<file path="src/hdl/dsf_pkg.sv">
`timescale 1ns / 1ps

package dsf_pkg;

  localparam int COUNT_WIDTH_DEF = 8;
  localparam int TIME_WIDTH_DEF  = 16;

  // configuration register file
  localparam int CFG_DATA_W = 16;
  localparam int CFG_IDX_W  = 1;
  localparam logic [CFG_IDX_W-1:0] CFG_SOAK_TIME     = 1'b0;
  localparam logic [CFG_IDX_W-1:0] CFG_RECOVERY_TIME = 1'b1;

  typedef enum logic [1:0] {
    OP_UPDATE = 2'd0,
    OP_TICK   = 2'd1,
    OP_CLEAR  = 2'd2
  } op_t;

  typedef enum logic [1:0] {
    PH_NORMAL   = 2'd0,
    PH_DEFECT   = 2'd1,
    PH_FAILURE  = 2'd2,
    PH_RECOVERY = 2'd3
  } phase_t;

  // fixed-width part of a registered request
  typedef struct packed {
    logic [1:0] op;
    logic       defect;
    logic       override;
  } dsf_ctl_t;

endpackage

</file>
<file path="src/hdl/dsf_if.sv">
`timescale 1ns / 1ps

interface dsf_in_if #(
  parameter int COUNT_WIDTH = 8
);
  logic                   valid;
  logic                   ready;
  logic [1:0]             op;
  logic                   defect_status;
  logic [COUNT_WIDTH-1:0] transition_count;
  logic                   recovery_override;

  modport source (
    output valid, op, defect_status, transition_count, recovery_override,
    input  ready
  );
  modport sink (
    input  valid, op, defect_status, transition_count, recovery_override,
    output ready
  );
endinterface

interface dsf_out_if;
  logic       valid;
  logic       ready;
  logic       failure_status;
  logic [1:0] phase;

  modport source (
    output valid, failure_status, phase,
    input  ready
  );
  modport sink (
    input  valid, failure_status, phase,
    output ready
  );
endinterface

</file>
<file path="src/hdl/defect_soak_failure_fsm.sv">
`timescale 1ns / 1ps

// Defect soak and failure qualifier. Every request (defect update, 1 ms tick
// or clear) yields one result with the failure flag and phase after it. A
// request is registered on entry and the phase/timer update is combinational
// between that register and the result register, so a request can be taken
// every clock unless out_ch.ready stalls the result: one request per cycle
// sustained, set by the state update loop. The user writes soak and recovery
// times through cfg_* (index 0 soak, 1 recovery) only while the block is
// idle; the block does not enforce this. A zero time skips that soak.
module defect_soak_failure_fsm #(
  parameter int COUNT_WIDTH = dsf_pkg::COUNT_WIDTH_DEF,
  parameter int TIME_WIDTH  = dsf_pkg::TIME_WIDTH_DEF
) (
  input  logic                           clk,
  input  logic                           rst_n,
  input  logic                           cfg_we,
  input  logic [dsf_pkg::CFG_IDX_W-1:0]  cfg_index,
  input  logic [dsf_pkg::CFG_DATA_W-1:0] cfg_wdata,
  dsf_in_if.sink                         in_ch,
  dsf_out_if.source                      out_ch
);
  import dsf_pkg::*;

  logic [CFG_DATA_W-1:0]  soak_time_r;
  logic [CFG_DATA_W-1:0]  recovery_time_r;
  logic                   item_valid;
  logic                   item_ready;
  dsf_ctl_t               item_ctl;
  logic [COUNT_WIDTH-1:0] item_count;

  always_ff @(posedge clk) begin
    if (!rst_n) begin
      soak_time_r     <= '0;
      recovery_time_r <= '0;
    end else if (cfg_we) begin
      unique case (cfg_index)
        CFG_SOAK_TIME:     soak_time_r     <= cfg_wdata;
        CFG_RECOVERY_TIME: recovery_time_r <= cfg_wdata;
      endcase
    end
  end

  dsf_in_stage #(
    .COUNT_WIDTH (COUNT_WIDTH)
  ) u_in_stage (
    .clk        (clk),
    .rst_n      (rst_n),
    .in_ch      (in_ch),
    .item_valid (item_valid),
    .item_ready (item_ready),
    .item_ctl   (item_ctl),
    .item_count (item_count)
  );

  dsf_core #(
    .COUNT_WIDTH (COUNT_WIDTH),
    .TIME_WIDTH  (TIME_WIDTH)
  ) u_core (
    .clk           (clk),
    .rst_n         (rst_n),
    .soak_time     (soak_time_r),
    .recovery_time (recovery_time_r),
    .item_valid    (item_valid),
    .item_ready    (item_ready),
    .item_ctl      (item_ctl),
    .item_count    (item_count),
    .out_ch        (out_ch)
  );

endmodule

</file>
<file path="src/hdl/dsf_in_stage.sv">
`timescale 1ns / 1ps

module dsf_in_stage #(
  parameter int COUNT_WIDTH = 8
) (
  input  logic                    clk,
  input  logic                    rst_n,
  dsf_in_if.sink                  in_ch,
  output logic                    item_valid,
  input  logic                    item_ready,
  output dsf_pkg::dsf_ctl_t       item_ctl,
  output logic [COUNT_WIDTH-1:0]  item_count
);
  import dsf_pkg::*;

  logic                   valid_r, valid_nxt;
  dsf_ctl_t               ctl_r;
  logic [COUNT_WIDTH-1:0] count_r;
  logic                   take;

  assign in_ch.ready = !valid_r || item_ready;
  assign take        = in_ch.valid && in_ch.ready;

  always_comb begin
    if (take) begin
      valid_nxt = 1'b1;
    end else if (item_ready) begin
      valid_nxt = 1'b0;
    end else begin
      valid_nxt = valid_r;
    end
  end

  always_ff @(posedge clk) begin
    if (!rst_n) begin
      valid_r <= 1'b0;
    end else begin
      valid_r <= valid_nxt;
    end
  end

  always_ff @(posedge clk) begin
    if (take) begin
      ctl_r.op       <= in_ch.op;
      ctl_r.defect   <= in_ch.defect_status;
      ctl_r.override <= in_ch.recovery_override;
      count_r        <= in_ch.transition_count;
    end
  end

  assign item_valid = valid_r;
  assign item_ctl   = ctl_r;
  assign item_count = count_r;

endmodule

</file>
<file path="src/hdl/dsf_core.sv">
`timescale 1ns / 1ps

module dsf_core #(
  parameter int COUNT_WIDTH = 8,
  parameter int TIME_WIDTH  = 16
) (
  input  logic                            clk,
  input  logic                            rst_n,
  input  logic [dsf_pkg::CFG_DATA_W-1:0]  soak_time,
  input  logic [dsf_pkg::CFG_DATA_W-1:0]  recovery_time,
  input  logic                            item_valid,
  output logic                            item_ready,
  input  dsf_pkg::dsf_ctl_t               item_ctl,
  input  logic [COUNT_WIDTH-1:0]          item_count,
  dsf_out_if.source                       out_ch
);
  import dsf_pkg::*;

  phase_t                 phase_r, phase_nxt;
  logic                   fail_r, fail_nxt;
  logic [COUNT_WIDTH-1:0] last_count_r, last_count_nxt;
  logic [TIME_WIDTH-1:0]  time_left_r, time_left_nxt;
  logic                   out_valid_r, out_valid_nxt;
  logic                   out_fail_r;
  logic [1:0]             out_phase_r;
  logic                   fire;
  logic                   changed;
  logic                   expired;
  logic [TIME_WIDTH-1:0]  soak_load;
  logic [TIME_WIDTH-1:0]  recovery_load;

  assign item_ready = !out_valid_r || out_ch.ready;
  assign fire       = item_valid && item_ready;

  assign changed       = (item_count != last_count_r);
  assign expired       = (time_left_r == '0);
  assign soak_load     = TIME_WIDTH'(soak_time);
  assign recovery_load = TIME_WIDTH'(recovery_time);

  always_comb begin
    phase_nxt      = phase_r;
    fail_nxt       = fail_r;
    last_count_nxt = last_count_r;
    time_left_nxt  = time_left_r;
    unique case (item_ctl.op)
      OP_UPDATE: begin
        last_count_nxt = item_count;
        unique case (phase_r)
          PH_NORMAL: begin
            if (item_ctl.defect) begin
              if (soak_time != '0) begin
                time_left_nxt = soak_load;
                phase_nxt     = PH_DEFECT;
              end else begin
                phase_nxt = PH_FAILURE;
                fail_nxt  = 1'b1;
              end
            end
          end
          PH_DEFECT: begin
            priority if (!item_ctl.defect) begin
              phase_nxt = PH_NORMAL;
            end else if (changed) begin
              time_left_nxt = soak_load;
            end else if (expired) begin
              phase_nxt = PH_FAILURE;
              fail_nxt  = 1'b1;
            end else begin
              // still soaking
            end
          end
          PH_FAILURE: begin
            if (!item_ctl.defect) begin
              if (recovery_time != '0) begin
                time_left_nxt = recovery_load;
                phase_nxt     = PH_RECOVERY;
              end else begin
                phase_nxt = PH_NORMAL;
                fail_nxt  = 1'b0;
              end
            end
          end
          PH_RECOVERY: begin
            // defect back before clearing: failure stays declared
            priority if (item_ctl.defect) begin
              phase_nxt = PH_FAILURE;
            end else if (changed) begin
              time_left_nxt = recovery_load;
            end else if (expired || item_ctl.override) begin
              phase_nxt = PH_NORMAL;
              fail_nxt  = 1'b0;
            end else begin
              // still waiting out the recovery time
            end
          end
        endcase
      end
      OP_TICK: begin
        if (!expired) begin
          time_left_nxt = time_left_r - TIME_WIDTH'(1);
        end
      end
      OP_CLEAR: begin
        phase_nxt      = PH_NORMAL;
        fail_nxt       = 1'b0;
        last_count_nxt = '0;
        time_left_nxt  = '0;
      end
      default: begin
        // unused code: state reported unchanged
      end
    endcase
  end

  always_comb begin
    if (fire) begin
      out_valid_nxt = 1'b1;
    end else if (out_ch.ready) begin
      out_valid_nxt = 1'b0;
    end else begin
      out_valid_nxt = out_valid_r;
    end
  end

  always_ff @(posedge clk) begin
    if (!rst_n) begin
      phase_r      <= PH_NORMAL;
      fail_r       <= 1'b0;
      last_count_r <= '0;
      time_left_r  <= '0;
      out_valid_r  <= 1'b0;
    end else begin
      out_valid_r <= out_valid_nxt;
      if (fire) begin
        phase_r      <= phase_nxt;
        fail_r       <= fail_nxt;
        last_count_r <= last_count_nxt;
        time_left_r  <= time_left_nxt;
      end
    end
  end

  always_ff @(posedge clk) begin
    if (fire) begin
      out_fail_r  <= fail_nxt;
      out_phase_r <= phase_nxt;
    end
  end

  assign out_ch.valid          = out_valid_r;
  assign out_ch.failure_status = out_fail_r;
  assign out_ch.phase          = out_phase_r;

endmodule
</file>
<file path="src/flat_wrapper.sv">
// flat-port wrapper written by rule: the top's interface ports become plain ports
module defect_soak_failure_fsm_flat import dsf_pkg::*;
#(
  parameter int COUNT_WIDTH = dsf_pkg::COUNT_WIDTH_DEF,
  parameter int TIME_WIDTH  = dsf_pkg::TIME_WIDTH_DEF
)
  (clk, rst_n, cfg_we, cfg_index, cfg_wdata, in_ch_valid, in_ch_op, in_ch_defect_status, in_ch_transition_count, in_ch_recovery_override, in_ch_ready, out_ch_valid, out_ch_failure_status, out_ch_phase, out_ch_ready);
  dsf_in_if #(.COUNT_WIDTH(COUNT_WIDTH)) in_ch_i ();
  dsf_out_if out_ch_i ();
  input  logic clk;
  input  logic rst_n;
  input  logic cfg_we;
  input  logic [dsf_pkg::CFG_IDX_W-1:0] cfg_index;
  input  logic [dsf_pkg::CFG_DATA_W-1:0] cfg_wdata;
  input wire logic [$bits(in_ch_i.valid)-1:0] in_ch_valid;
  input wire logic [$bits(in_ch_i.op)-1:0] in_ch_op;
  input wire logic [$bits(in_ch_i.defect_status)-1:0] in_ch_defect_status;
  input wire logic [$bits(in_ch_i.transition_count)-1:0] in_ch_transition_count;
  input wire logic [$bits(in_ch_i.recovery_override)-1:0] in_ch_recovery_override;
  output wire logic [$bits(in_ch_i.ready)-1:0] in_ch_ready;
  output wire logic [$bits(out_ch_i.valid)-1:0] out_ch_valid;
  output wire logic [$bits(out_ch_i.failure_status)-1:0] out_ch_failure_status;
  output wire logic [$bits(out_ch_i.phase)-1:0] out_ch_phase;
  input wire logic [$bits(out_ch_i.ready)-1:0] out_ch_ready;
  assign in_ch_i.valid = in_ch_valid;
  assign in_ch_i.op = in_ch_op;
  assign in_ch_i.defect_status = in_ch_defect_status;
  assign in_ch_i.transition_count = in_ch_transition_count;
  assign in_ch_i.recovery_override = in_ch_recovery_override;
  assign in_ch_ready = in_ch_i.ready;
  assign out_ch_valid = out_ch_i.valid;
  assign out_ch_failure_status = out_ch_i.failure_status;
  assign out_ch_phase = out_ch_i.phase;
  assign out_ch_i.ready = out_ch_ready;
  defect_soak_failure_fsm #(.COUNT_WIDTH(COUNT_WIDTH), .TIME_WIDTH(TIME_WIDTH)) u_core (.clk(clk), .rst_n(rst_n), .cfg_we(cfg_we), .cfg_index(cfg_index), .cfg_wdata(cfg_wdata), .in_ch(in_ch_i), .out_ch(out_ch_i));
endmodule
</file>
<file path="config.mk">
export PLATFORM = sky130hd
export DESIGN_NAME = defect_soak_failure_fsm_flat
export DESIGN_NICKNAME = d
export VERILOG_FILES = /design/src/hdl/dsf_pkg.sv /design/src/hdl/dsf_if.sv /design/src/hdl/defect_soak_failure_fsm.sv /design/src/hdl/dsf_in_stage.sv /design/src/hdl/dsf_core.sv /design/src/flat_wrapper.sv
export SDC_FILE = /design/constraint.sdc
export NUM_CORES = 1
export LEC_CHECK = 0
export ABC_CLOCK_PERIOD_IN_PS = 2600
export CAP_MARGIN = 10
export CORE_MARGIN = 2
export CORE_UTILIZATION = 54
export CTS_CLUSTER_SIZE = 14
export DETAILED_ROUTE_END_ITERATION = 16
export DONT_BUFFER_PORTS = 1
export PLACE_DENSITY = 0.75
export SETUP_SLACK_MARGIN = 0.2
export SLEW_MARGIN = 20
export SYNTH_ARGS = -nofsm -noshare
export SYNTH_HDL_FRONTEND = slang
export SYNTH_SLANG_ARGS = --single-unit
</file>
<file path="constraint.sdc">
create_clock -name clk -period 2.6 [get_ports clk]
set_input_delay 0.13 -clock clk [delete_from_list [all_inputs] [get_ports clk]]
set_output_delay 0.13 -clock clk [all_outputs]
set_load 0.03 [all_outputs]
</file>
[Word-level counts from Yosys, hierarchy flattened]
Cells that the tools add are included.
Storage, ports and cells
  flip-flop bits (word level): 76
  output and inout bits: 5
  word-level logic and storage cells: 91
  bits of input ports: 34
Operators by class
  multiplexer cells: 40
  bitwise logic cells: 1
  reductions and logical operators: 20
  equal/unequal tests: 15
  add/sub/neg operators: 1
Operators by type and width (count)
  two-way mux 16 bit: 9
  one-hot mux 16 bit (4 select lines): 1
  one-hot mux 16 bit (3 select lines): 1
  nonzero test 16 bit: 2
  two-way mux 2 bit: 10
  inequality test 3 bit (second input constant): 6
  zero test 16 bit: 1
  one-hot mux 8 bit (2 select lines): 1
  subtractor 16 x 1 -> 16 bit (second input constant): 1
  two-way mux 1 bit: 14
  AND reduction 11 bit: 1
  inequality test 8 bit: 1
  one-hot mux 2 bit (4 select lines): 1
  == test 2 bit (second input constant): 3
  inequality test 3 x 2 -> 1 bit (second input constant): 2
  AND reduction 2 bit: 3
  nonzero test 2 bit: 3
  == test 2 x 1 -> 1 bit (second input constant): 2
  zero test 2 bit: 2
  one-hot mux 1 bit (4 select lines): 1
  one-hot mux 2 bit (2 select lines): 1
  logical OR 1 bit: 3
  nonzero test 3 bit: 1
  logical AND 1 bit: 2
  4 further kinds: 5

[Depth between registers and ports, before layout]
Gate-level depths: netlist (run 1).
  word-level depth: 7
  depth in mapped cells: 11
  gate-level depth less buffers: 8

[Hierarchy]
A second synthesis (run 1) with hierarchy kept.
Second synthesis, totals
  cells, all modules: 421
  area total of the unflattened synthesis: 3861.2 um2
Modules (own cells, without submodules)
  dsf_core: sequential area each 650.6 um2, cells an instance 281, area an instance 2204.6 um2, instances 1
  defect_soak_failure_fsm: sequential area each 640.6 um2, cells an instance 123, area an instance 1238.7 um2, instances 1
  dsf_in_stage: sequential area each 380.4 um2, cells an instance 17, area an instance 417.9 um2, instances 1

[Worst setup path after synthesis (run 1)]
OpenSTA, ideal clock, no wires.
  path kind: register -> register
  start point: register u_core.u_in_stage.ctl_r, in the netlist u_core.u_in_stage.item_ctl[2]
  end point: register u_core.u_core.time_left_r[12]
  required time: 2.469 ns
  clock period less this slack: 2.016 ns
  buffers on the path: 3
  path slack: 0.584 ns
  arrival time: 1.885 ns
  stages on the path, launching flop included: 11
  setup time: 0.131 ns
  cell sequence: edfxtp_1 > inv_1 > ha_1 > buf_2 > inv_1 > or4_4 > nand3_2 > or2_1 > buf_6 > buf_12 > o21ai_2
On the way
  longest elaborated chain between the ends: 3
  elaborated cells on any way between the ends: 15
  classes of those cells: 11 x eq/ne; 1 x mux; 3 x reduce/logical
Ends and longest elaborated chain
  start, declared: RTL line dsf_in_stage.sv:17  | dsf_ctl_t ctl_r;
  == test 2 x 1 -> 1 bit (tied with other cells): RTL line dsf_core.sv:45  | unique case (item_ctl.op)
  inequality test 2 bit (no source line) (tied with other cells)
  AND reduction 11 bit (no source line)
  end signal, assigned: RTL line dsf_core.sv:138  | time_left_r <= time_left_nxt;
  end, declared: RTL line dsf_core.sv:22  | logic [TIME_WIDTH-1:0] time_left_r, time_left_nxt;
Parallel ways exist; a longest one is shown, timed or not.
A chain may end at the register's enable or synchronous reset.

[Final worst setup path (run 1)]
  start point: register u_core.u_in_stage.ctl_r, in the netlist u_core.u_in_stage.item_ctl[2]
  end point: register u_core.u_core.time_left_r[8]
The elaborated chain is that of the path after synthesis.

==> results.yml, run 1 <==
drt:
  wl_per_cell_um: 17.0
  dr_total_vias: 3571
  totalWireLength_um: 10100
  drt_iter0_markers: 438
  routed_via_density: 6.05
  drc: 0
  first_pass_iters: 5
  drtAntennaViolNets: 0
floorplan:
  die-area_sq_mm: 0.00795
  die_h_um: 89.2
  ios: 39
  initial_core_util: 0.549
  die_w_um: 89.2
  fp-row-count: 31
  core_sq_mm: 0.00714
clock_tree:
  clockBufferDepth: 2
  cts_made_buffers: 9
  root_buffer: "clkbuf_8"
  cts_max_level: 3
  clkLatencyLatePin_ps: 350
  post_cts_buffers: 0
  tritoncts: "built"
  clock-sinks: 76
  clk_pin_slew_worst_paths_ps: 90
logic_synthesis:
  synthesis.area_sq_mm: 0.00392
  seq_area_frac_synth: 0.427
  netlist_instances: 461
  synth_cell_types: 63
  yosysWarnings: 0
  yosys_most_used_dff: "dfxtp_1"
  syn_avg_cell_area_sq_um: 8.50
  synth_nets: 500
  synth-seq-cells: 76
  async_flop_share: 0
  synth_edf_count: 15
global_routing:
  track_usage: 0.266
  first_global_vias: 3372
  grt_overflow: 0
  grt_pass1_wl_um: 16300
  grt_antenna_before_repair: 0
  grt_max_degree: 30
setup_path:
  startpoint_type: "flop"
  critical_path_arrival_ps: 2370
  critPathKind: "flop to flop"
  slowest_delay_ps: 410
  r2r_slack_ps: 420
  crit_top_cell: "inv_1"
  slowest_stage: "o311ai_0"
  cp.required_ps: 2790
  crit_chain: "inv_1, ha_1, inv_1, a21oi_1, a32o_1, buf_4, o311ai_0, o41ai_1"
  path_max_fanout: 17
  endpoint_kind: "flop"
sta:
  fin_hold_ws_ps: 7.31
  post-route-period-util: 0.837
  slew-limit-headroom: 0.300
  fin_crit_ps: 2180
  grt_setup_unrepaired: "no"
  final_max_slew_viol_count: 0
  setup_violations: 0
  setup_slack_ps: 425
  tightest_slew_ps: 1050
  fin_skew_ps: 7.94
  hold_viol: 0
  fin_setup_tns_ps: 0
  fmaxAchievable_ghz: 0.460
cells_and_area:
  final_nets: 525
  design_area_sq_mm: 0.00448
  final_cells: 590
  final_cell_mix: "96 x nand2_1, 61 x dfxtp_1, 46 x a21oi_1"
  fin_util: 0.628
  drive_above_1_share: 0.110
  layout_commonest_cell: "nand2_1"
  antenna_cells: 0
  synthToLayoutAreaGrowth_pct: 14.5
power:
  powerDensity_mw_per_mm2: 574
  total_power_mw: 2.57
  p_leak_nw: 1.53
  ir_drop_mv: 0.442
run:
  maxCapViolCount: 0
status:
  status: "completed"
placed_design:
  pre_cts_slack_ps: 372
  hpwl_um: 6670
  globalplace.congestion: 0.906
  place_area_sq_mm: 0.00398
  io_buffers: 0
  dpl.cell_count: 542
min_path:
  hp-class: "primary input to flop"
report_power, final:
group	internal, mW	switching (mW)	leakage [nW]
clock network	0.358	0.484	0.0906
logic	0.172	0.257	0.797
registers	1.25	0.0498	0.643
flip-flops by register name, summed over array words and instances, names as in the netlist:
register,cells
u_core.u_in_stage.item_valid,1
u_core.u_core.phase_r,2
u_core.u_core.fail_r,1
u_core.soak_time_r,16
u_core.u_in_stage.item_ctl,4
u_core.u_core.out_ch.phase,2
u_core.u_core.out_ch.failure_status,1
u_core.u_core.time_left_r,16
u_core.u_core.last_count_r,8
u_core.u_in_stage.item_count,8
u_core.recovery_time_r,16
u_core.u_core.out_ch.valid,1
synth_stat cells (2+ instances only):
master	count	area, sq um
buf_2	5	25.0
inv_1	9	33.8
mux2i_1	15	150
nor4_2	2	25.0
buf_1	3	11.3
o22ai_1	4	25.0
nor4_1	10	62.6
a31oi_1	6	37.5
and2_1	4	25.0
a21oi_1	46	230
nand2b_1	5	31.3
dfxtp_1	61	1220
edfxtp_1	15	450
nand2_1	96	360
o32ai_1	6	52.6
o22ai_2	3	37.5
nor3b_1	9	67.6
xnor2_1	8	70.1
nor2_1	30	113
or2_2	2	12.5
nand3_1	10	50.1
a211oi_1	4	30.0
buf_4	2	15.0
clkbuf_1	17	63.8
a21boi_0	2	15.0
nor3_1	10	50.1
o21ai_2	7	61.3
nand4_1	3	18.8
nor2b_1	2	12.5
o311ai_0	5	43.8
o21ai_0	13	65.1
o21bai_1	2	15.0
or3_1	2	12.5
ha_1	5	62.6
a22o_1	2	17.5
o211ai_1	5	37.5
o311ai_1	5	43.8
area by class of cell:
class | count | area, sq um
Tap cell | 99 | 124
Inverter | 10 | 37.5
Fill cell | 609 | 2650
Timing Repair Buffer | 43 | 403
Clock inverter | 7 | 56.3
Clock buffer | 9 | 124
Multi-Input combinational cell | 346 | 2070
Sequential cell | 76 | 1670
what timing repair did:
| item | CTS | global route |
|---|---|---|
| gates resized for setup | 0 | 2 |
| endpoints found under the hold margin | 61 | 0 |
| hold buffers | 32 | 0 |
| setup endpoints to repair | 0 | 8 |
worst paths after layout:
check / start / to / cells past startpoint
hold reg to reg: u_core.soak_time_r[7]$_SDFFE_PN0P_ / u_core.soak_time_r[7]$_SDFFE_PN0P_ / 2
hold / removal: rst_n / u_core.u_core.time_left_r[4]$_SDFFE_PN0P_ / 2
setup reg to reg: u_core.u_in_stage.item_ctl[2]$_DFFE_PP_ / u_core.u_core.time_left_r[8]$_SDFFE_PN0P_ / 8
setup / recovery: u_core.u_in_stage.item_ctl[2]$_DFFE_PP_ / u_core.u_core.time_left_r[8]$_SDFFE_PN0P_ / 8
critical path, delay by kind of cell, from the launching register on:
kind	cells	cell delay, ps
adder cells (fa/ha/maj)	1	220
buffers and inverters	3	470
flip-flops	1	390
AO/OA/AOI/OAI	4	920
cells by family (layout without fill, tap and decap cells):
kind of cell,Yosys count,after routing,share of synthesized area
AO/OA/AOI/OAI,121,121,0.205
XOR/XNOR,8,8,0.0179
adder cells (fa/ha/maj),5,5,0.0160
buffers and inverters,39,69,0.0470
flip-flops,76,76,0.427
multiplexers,16,16,0.0412
AND/OR/NAND/NOR,196,196,0.246
per-layer routing:
metal	up-vias	GRT usage	wire length, um
met5	-	0	0
met1	1669	0.365	4360
li1	1719	-	-
met2	158	0.415	4730
met3	25	0.0489	739
met4	0	0.109	221
(Power assumes the default switching activity.)
==> run 2, diff against run 1 <==
--- a/config.mk
+++ b/config.mk
@@ -5,14 +5,14 @@
 export SDC_FILE = /design/constraint.sdc
 export NUM_CORES = 1
 export LEC_CHECK = 0
-export ABC_CLOCK_PERIOD_IN_PS = 2600
+export ABC_CLOCK_PERIOD_IN_PS = 2000
 export CAP_MARGIN = 10
 export CORE_MARGIN = 2
 export CORE_UTILIZATION = 54
 export CTS_CLUSTER_SIZE = 14
 export DETAILED_ROUTE_END_ITERATION = 16
 export DONT_BUFFER_PORTS = 1
-export PLACE_DENSITY = 0.75
+export PLACE_DENSITY = 0.78
 export SETUP_SLACK_MARGIN = 0.2
 export SLEW_MARGIN = 20
 export SYNTH_ARGS = -nofsm -noshare
==> constraint.sdc (replaced) <==
create_clock -name clk -period 2 [get_ports clk]
set_input_delay 0.1 -clock clk [delete_from_list [all_inputs] [get_ports clk]]
set_output_delay 0.1 -clock clk [all_outputs]
set_load 0.03 [all_outputs]
==> run 2 against run 1 <==
  * Core utilization up 8.8 points
  * Die area unchanged
  * Final cell count up 6.3%
  * Clock skew down 0.80 ps
  * Clock power up 59%
  * Clock-buffer cell count up 1
  * Hold slack better by 61 ps
  * Combinational power up 78%
  * Critical path type unchanged
  * Worst setup slack worse by 350 ps
==> results.yml, run 2 (synthesized netlist as in run 1, its figures left out) <==
sta:
  slew-limit-headroom: 0.256
  hold_viol: 0
  final_max_slew_viol_count: 0
  fin_skew_ps: 7.14
  post-route-period-util: 0.963
  fin_hold_ws_ps: 68.3
  grt_setup_unrepaired: "yes"
  tightest_slew_ps: 1110
  fmaxAchievable_ghz: 0.519
  setup_violations: 0
  fin_crit_ps: 1930
setup_path:
  slowest_stage: "dfxtp_1"
  crit_chain: "nor4_2, nand4_1, nor2_1, a21oi_2, o311ai_2, a22oi_1"
  path_max_fanout: 3
  critPathKind: "flop to flop"
  slowest_delay_ps: 350
  cp.required_ps: 2100
  endpoint_kind: "flop"
  critical_path_arrival_ps: 2020
  startpoint_type: "flop"
clock_tree:
  clockBufferDepth: 2
  cts_max_level: 3
  cts_made_buffers: 9
  clk_pin_slew_worst_paths_ps: 90
  root_buffer: "clkbuf_8"
  clock-sinks: 76
  clkLatencyLatePin_ps: 360
  tritoncts: "built"
global_routing:
  grt_antenna_before_repair: 0
  grt_max_degree: 29
  first_global_vias: 3614
  grt_pass1_wl_um: 18100
  track_usage: 0.303
  grt_overflow: 0
drt:
  dr_total_vias: 3896
  wl_per_cell_um: 19.5
  drtAntennaViolNets: 0
  first_pass_iters: 5
  routed_via_density: 6.21
  totalWireLength_um: 12200
  drc: 0
  drt_iter0_markers: 553
power:
  p_switching_mw: 1.11
  internal-power_mw: 2.69
  power.share.clock: 0.353
  pwr-share-comb: 0.201
  ir_drop_mv: 0.690
  powerDensity_mw_per_mm2: 743
  p_leak_nw: 1.83
  switching_share: 0.293
  p_seq_frac: 0.447
  total_power_mw: 3.80
cells_and_area:
  top_regs: "u_core.recovery_time_r x16, u_core.soak_time_r x16, u_core.u_core.time_left_r x16"
  synthToLayoutAreaGrowth_pct: 30.6
  layout_commonest_cell: "nand2_1"
  final_cell_mix: "94 x nand2_1, 54 x dfxtp_1, 45 x a21oi_1"
  drive_above_1_share: 0.256
  antenna_cells: 0
  fin_util: 0.717
  multi_input_comb_area_sq_mm: 0.00231
  fill_cells: 488
  regArea_sq_mm: 0.00169
  final_nets: 562
  final_cells: 627
placed_design:
  hpwl_um: 7160
  dpl.cell_count: 568
  io_buffers: 0
  globalplace.congestion: 1.01
floorplan:
  die_w_um: 89.2
  die-area_sq_mm: 0.00795
  ios: 39
  fp-row-count: 31
  die_h_um: 89.2
  core_sq_mm: 0.00714
  initial_core_util: 0.549
status:
  status: "completed"
min_path:
  hp-class: "primary input to flop"
run:
  maxCapViolCount: 0
==> run 2: changes by cell type in the layout (fill, tap and decap cells not counted), sizes merged <==
cell         before  now
bufinv            0    2
clkinvlp          1    0
clkbuf            9   10
inv              13   12
dlygate4sd3      32   31
clkinv            3    2
buf              11   49
==> run 2: worst paths after layout <==
| check | startpoint | to | slack (ps) | depth (start not counted) |
|---|---|---|---|---|
| worst max register to register | u_core.recovery_time_r[0]$_SDFFE_PN0P_ | u_core.u_core.out_ch.failure_status$_DFFE_PP_ | 70 | 6 |
| worst min-delay path | rst_n | u_core.u_core.phase_r[0]$_SDFFE_PN0P_ | 70 | 3 |
| worst min register to register | u_core.u_core.time_left_r[15]$_SDFFE_PN0P_ | u_core.u_core.time_left_r[15]$_SDFFE_PN0P_ | 480 | 2 |
| worst max-delay path | u_core.recovery_time_r[0]$_SDFFE_PN0P_ | u_core.u_core.out_ch.failure_status$_DFFE_PP_ | 70 | 6 |
==> run 2: worst max-delay path, delay by kind of cell (launching register included) <==
family / cells / cell delay (ps)
flops: 1 / 350
simple gates: 3 / 820
compound gates: 3 / 500
==> run 2: through the flow <==
stage          area, sq um  worst slack, ps  TNS [ps]
2_1_floorplan         3960              103         0
3_3_place_gp          4220             48.8         0
3_5_place_dp          4220            -4.57     -4.89
4_1_cts               4930              142         0
5_1_grt               5110            -31.5     -37.7
6_report              5110             73.4         0
==> run 2: final cells by class <==
cell class | instances | area share
sequential | 76 | 0.330
clock buffer | 10 | 0.0250
timing repair buffer | 80 | 0.143
multi-input combinational | 346 | 0.452
inverter | 10 | 0.00783
tap | 99 | 0.0242
clock inverter | 6 | 0.0186
==> run 2: power groups by stage <==
| stage | clock network [mW] | logic (mW) | registers, mW |
|---|---|---|---|
| final | 1.34 | 0.762 | 1.70 |
| after global routing | 1.40 | 0.814 | 1.70 |
| after CTS | 1.34 | 0.678 | 1.69 |
| after detailed placement | 0 | 0.560 | 1.72 |
| after global placement | 0 | 0.550 | 1.72 |
| after floorplan | 0 | 0.400 | 1.71 |
==> run 2: timing repair <==
action | in CTS | in global routing
hold endpoints to repair | 63 | 0
setup endpoints to repair | 19 | 30
pin swaps | 10 | 10
hold buffers | 31 | 0
cloned | 1 | 0
resized for setup | 28 | 36
buffers inserted | 8 | 3
==> run 2: layer usage <==
layer,global-route usage,up-vias,wire (um)
li1,-,1794,-
met1,0.377,1848,4810
met2,0.491,207,6030
met3,0.0822,47,901
met4,0.140,0,454
met5,0,-,0
==> run 3, diff against run 2 <==
--- a/config.mk
+++ b/config.mk
@@ -12,7 +12,7 @@
 export CTS_CLUSTER_SIZE = 14
 export DETAILED_ROUTE_END_ITERATION = 16
 export DONT_BUFFER_PORTS = 1
-export PLACE_DENSITY = 0.78
+export PLACE_DENSITY = 0.72
 export SETUP_SLACK_MARGIN = 0.2
 export SLEW_MARGIN = 20
 export SYNTH_ARGS = -nofsm -noshare
==> run 3 against run 2 <==
  * Non-clock buffer count is 1 lower
  * Global-route usage is 2.2 points lower
  * Sequential cell count stayed put
  * First-iteration DRC count is 39% lower
  * Core utilization is 0.088 points higher
  * Via count is 3.3% lower
  * Fmax is 2.4% lower
  * Critical endpoint is now u_core.u_core.time_left_r[0]$_SDFFE_PN0P_
  * Largest power group unchanged
  * Highest routed layer unchanged
==> results.yml, run 3 (synthesized netlist as in run 1, its figures left out) <==
status:
  status: "completed"
cells_and_area:
  top_regs: "u_core.recovery_time_r x16, u_core.soak_time_r x16, u_core.u_core.time_left_r x16"
  multi_input_comb_area_sq_mm: 0.00233
  drive_above_1_share: 0.256
  design_area_sq_mm: 0.00512
  final_nets: 561
  synthToLayoutAreaGrowth_pct: 30.8
  antenna_cells: 0
  fill_cells: 536
  regArea_sq_mm: 0.00169
  layout_commonest_cell: "nand2_1"
  final_cell_mix: "94 x nand2_1, 53 x dfxtp_1, 45 x a21oi_1"
floorplan:
  fp-row-count: 31
  die_h_um: 89.2
  core_sq_mm: 0.00714
  die-area_sq_mm: 0.00795
  die_w_um: 89.2
  initial_core_util: 0.549
  ios: 39
setup_path:
  crit_chain: "or3_4, or4_4, nand3_2, or2_4, buf_12, a211oi_2"
  path_buf_inv: 1
  path_max_fanout: 8
  slowest_delay_ps: 540
  startpoint_type: "flop"
  cp.required_ps: 2200
  critPathKind: "flop to flop"
  slowest_stage: "or4_4"
  critical_path_arrival_ps: 2170
  r2r_slack_ps: 30
  crit_family: "simple AND/OR/NAND/NOR gates"
  endpoint_kind: "flop"
global_routing:
  grt_max_degree: 31
  grt_overflow: 0
  track_usage: 0.282
  grt_antenna_before_repair: 0
  first_global_vias: 3427
  grt_pass1_wl_um: 17000
drt:
  dr_total_vias: 3766
  drtAntennaViolNets: 0
  wl_per_cell_um: 17.9
  first_pass_iters: 5
  totalWireLength_um: 11200
  drc: 0
  drt_iter0_markers: 337
  routed_via_density: 6.02
sta:
  hold_viol: 0
  fin_hold_ws_ps: 114
  setup_violations: 0
  fin_skew_ps: 15.7
  slew-limit-headroom: 0.325
  final_max_slew_viol_count: 0
  post-route-period-util: 0.987
  tightest_slew_ps: 1010
  setup_slack_ps: 26.4
  fmaxAchievable_ghz: 0.507
  fin_crit_ps: 1970
  grt_setup_unrepaired: "yes"
  fin_setup_tns_ps: 0
power:
  powerDensity_mw_per_mm2: 722
  power.share.clock: 0.336
  pwr-share-comb: 0.206
  p_seq_frac: 0.458
  switching_share: 0.304
  ir_drop_mv: 0.757
  p_switching_mw: 1.12
  p_leak_nw: 1.82
  internal-power_mw: 2.57
placed_design:
  globalplace.congestion: 1.01
  hpwl_um: 7020
  place_area_sq_mm: 0.00420
  io_buffers: 0
  pre_cts_slack_ps: 6.69
clock_tree:
  clkLatencyLatePin_ps: 360
  root_buffer: "clkbuf_8"
  cts_max_level: 3
  cts_made_buffers: 9
  clock-sinks: 76
  tritoncts: "built"
  clockBufferDepth: 2
  clk_pin_slew_worst_paths_ps: 80
min_path:
  hp-class: "primary input to flop"
run:
  maxCapViolCount: 0
run 3: cell types whose count changed in the layout (fill, tap and decap cells not counted), moves of 3 or more:
cell,before,now
buf_4,43,39
dlygate4sd3_1,31,34
o21ai_0,10,13
o311ai_1,4,7
o311ai_2,6,3
run 3: path summary, 6_finish.rpt:
path,startpoint,end,depth (start not counted)
max,u_core.soak_time_r[11]$_SDFFE_PN0P_,u_core.u_core.time_left_r[0]$_SDFFE_PN0P_,6
min,cfg_index,u_core.soak_time_r[5]$_SDFFE_PN0P_,4
max reg2reg,u_core.soak_time_r[11]$_SDFFE_PN0P_,u_core.u_core.time_left_r[0]$_SDFFE_PN0P_,6
min reg2reg,u_core.soak_time_r[13]$_SDFFE_PN0P_,u_core.soak_time_r[13]$_SDFFE_PN0P_,2
run 3: timing repair:
item,in CTS,in global routing
pin swaps,16,15
endpoints found under the hold margin,63,15
setup buffers,9,1
hold buffers,33,1
endpoints found under the setup margin,21,30
cloned,2,0
gates resized for setup,38,27
run 3: layout make-up:
cell class                 instances  share of cell area
clock buffer                       9              0.0242
clock inverter                     7              0.0161
inverter                          10             0.00782
multi-input combinational        346               0.455
sequential                        76               0.329
tap                               99              0.0242
timing repair buffer              79               0.143
run 3: metal layers:
layer,track usage,routed length (um)
met1,0.374,4830
met2,0.442,5390
met3,0.0748,741
met4,0.104,206
met5,0,0
run 3: worst reg2reg max path: stages (launching register included):
cell and delay [ps]:
dfxtp_1 330, or3_4 400, or4_4 540, nand3_2 130
or2_4 200, buf_12 150, a211oi_2 70
run 3: through the flow:
step	cells	total power [mW]	util
detailed placement	564	2.28	0.589
finish	626	3.70	0.718
global placement	564	2.27	0.589
global route	626	3.83	0.718
floorplan	461	2.11	-
CTS	624	3.63	0.697
run 3: power by group through the flow:
stage          logic [mW]  registers (mW)  clock network, mW
3_5_place_dp        0.563            1.72                  0
4_1_cts             0.686            1.69               1.25
2_1_floorplan       0.400            1.71                  0
6_report            0.762            1.69               1.24
5_1_grt             0.822            1.70               1.31
3_3_place_gp        0.554            1.72                  0
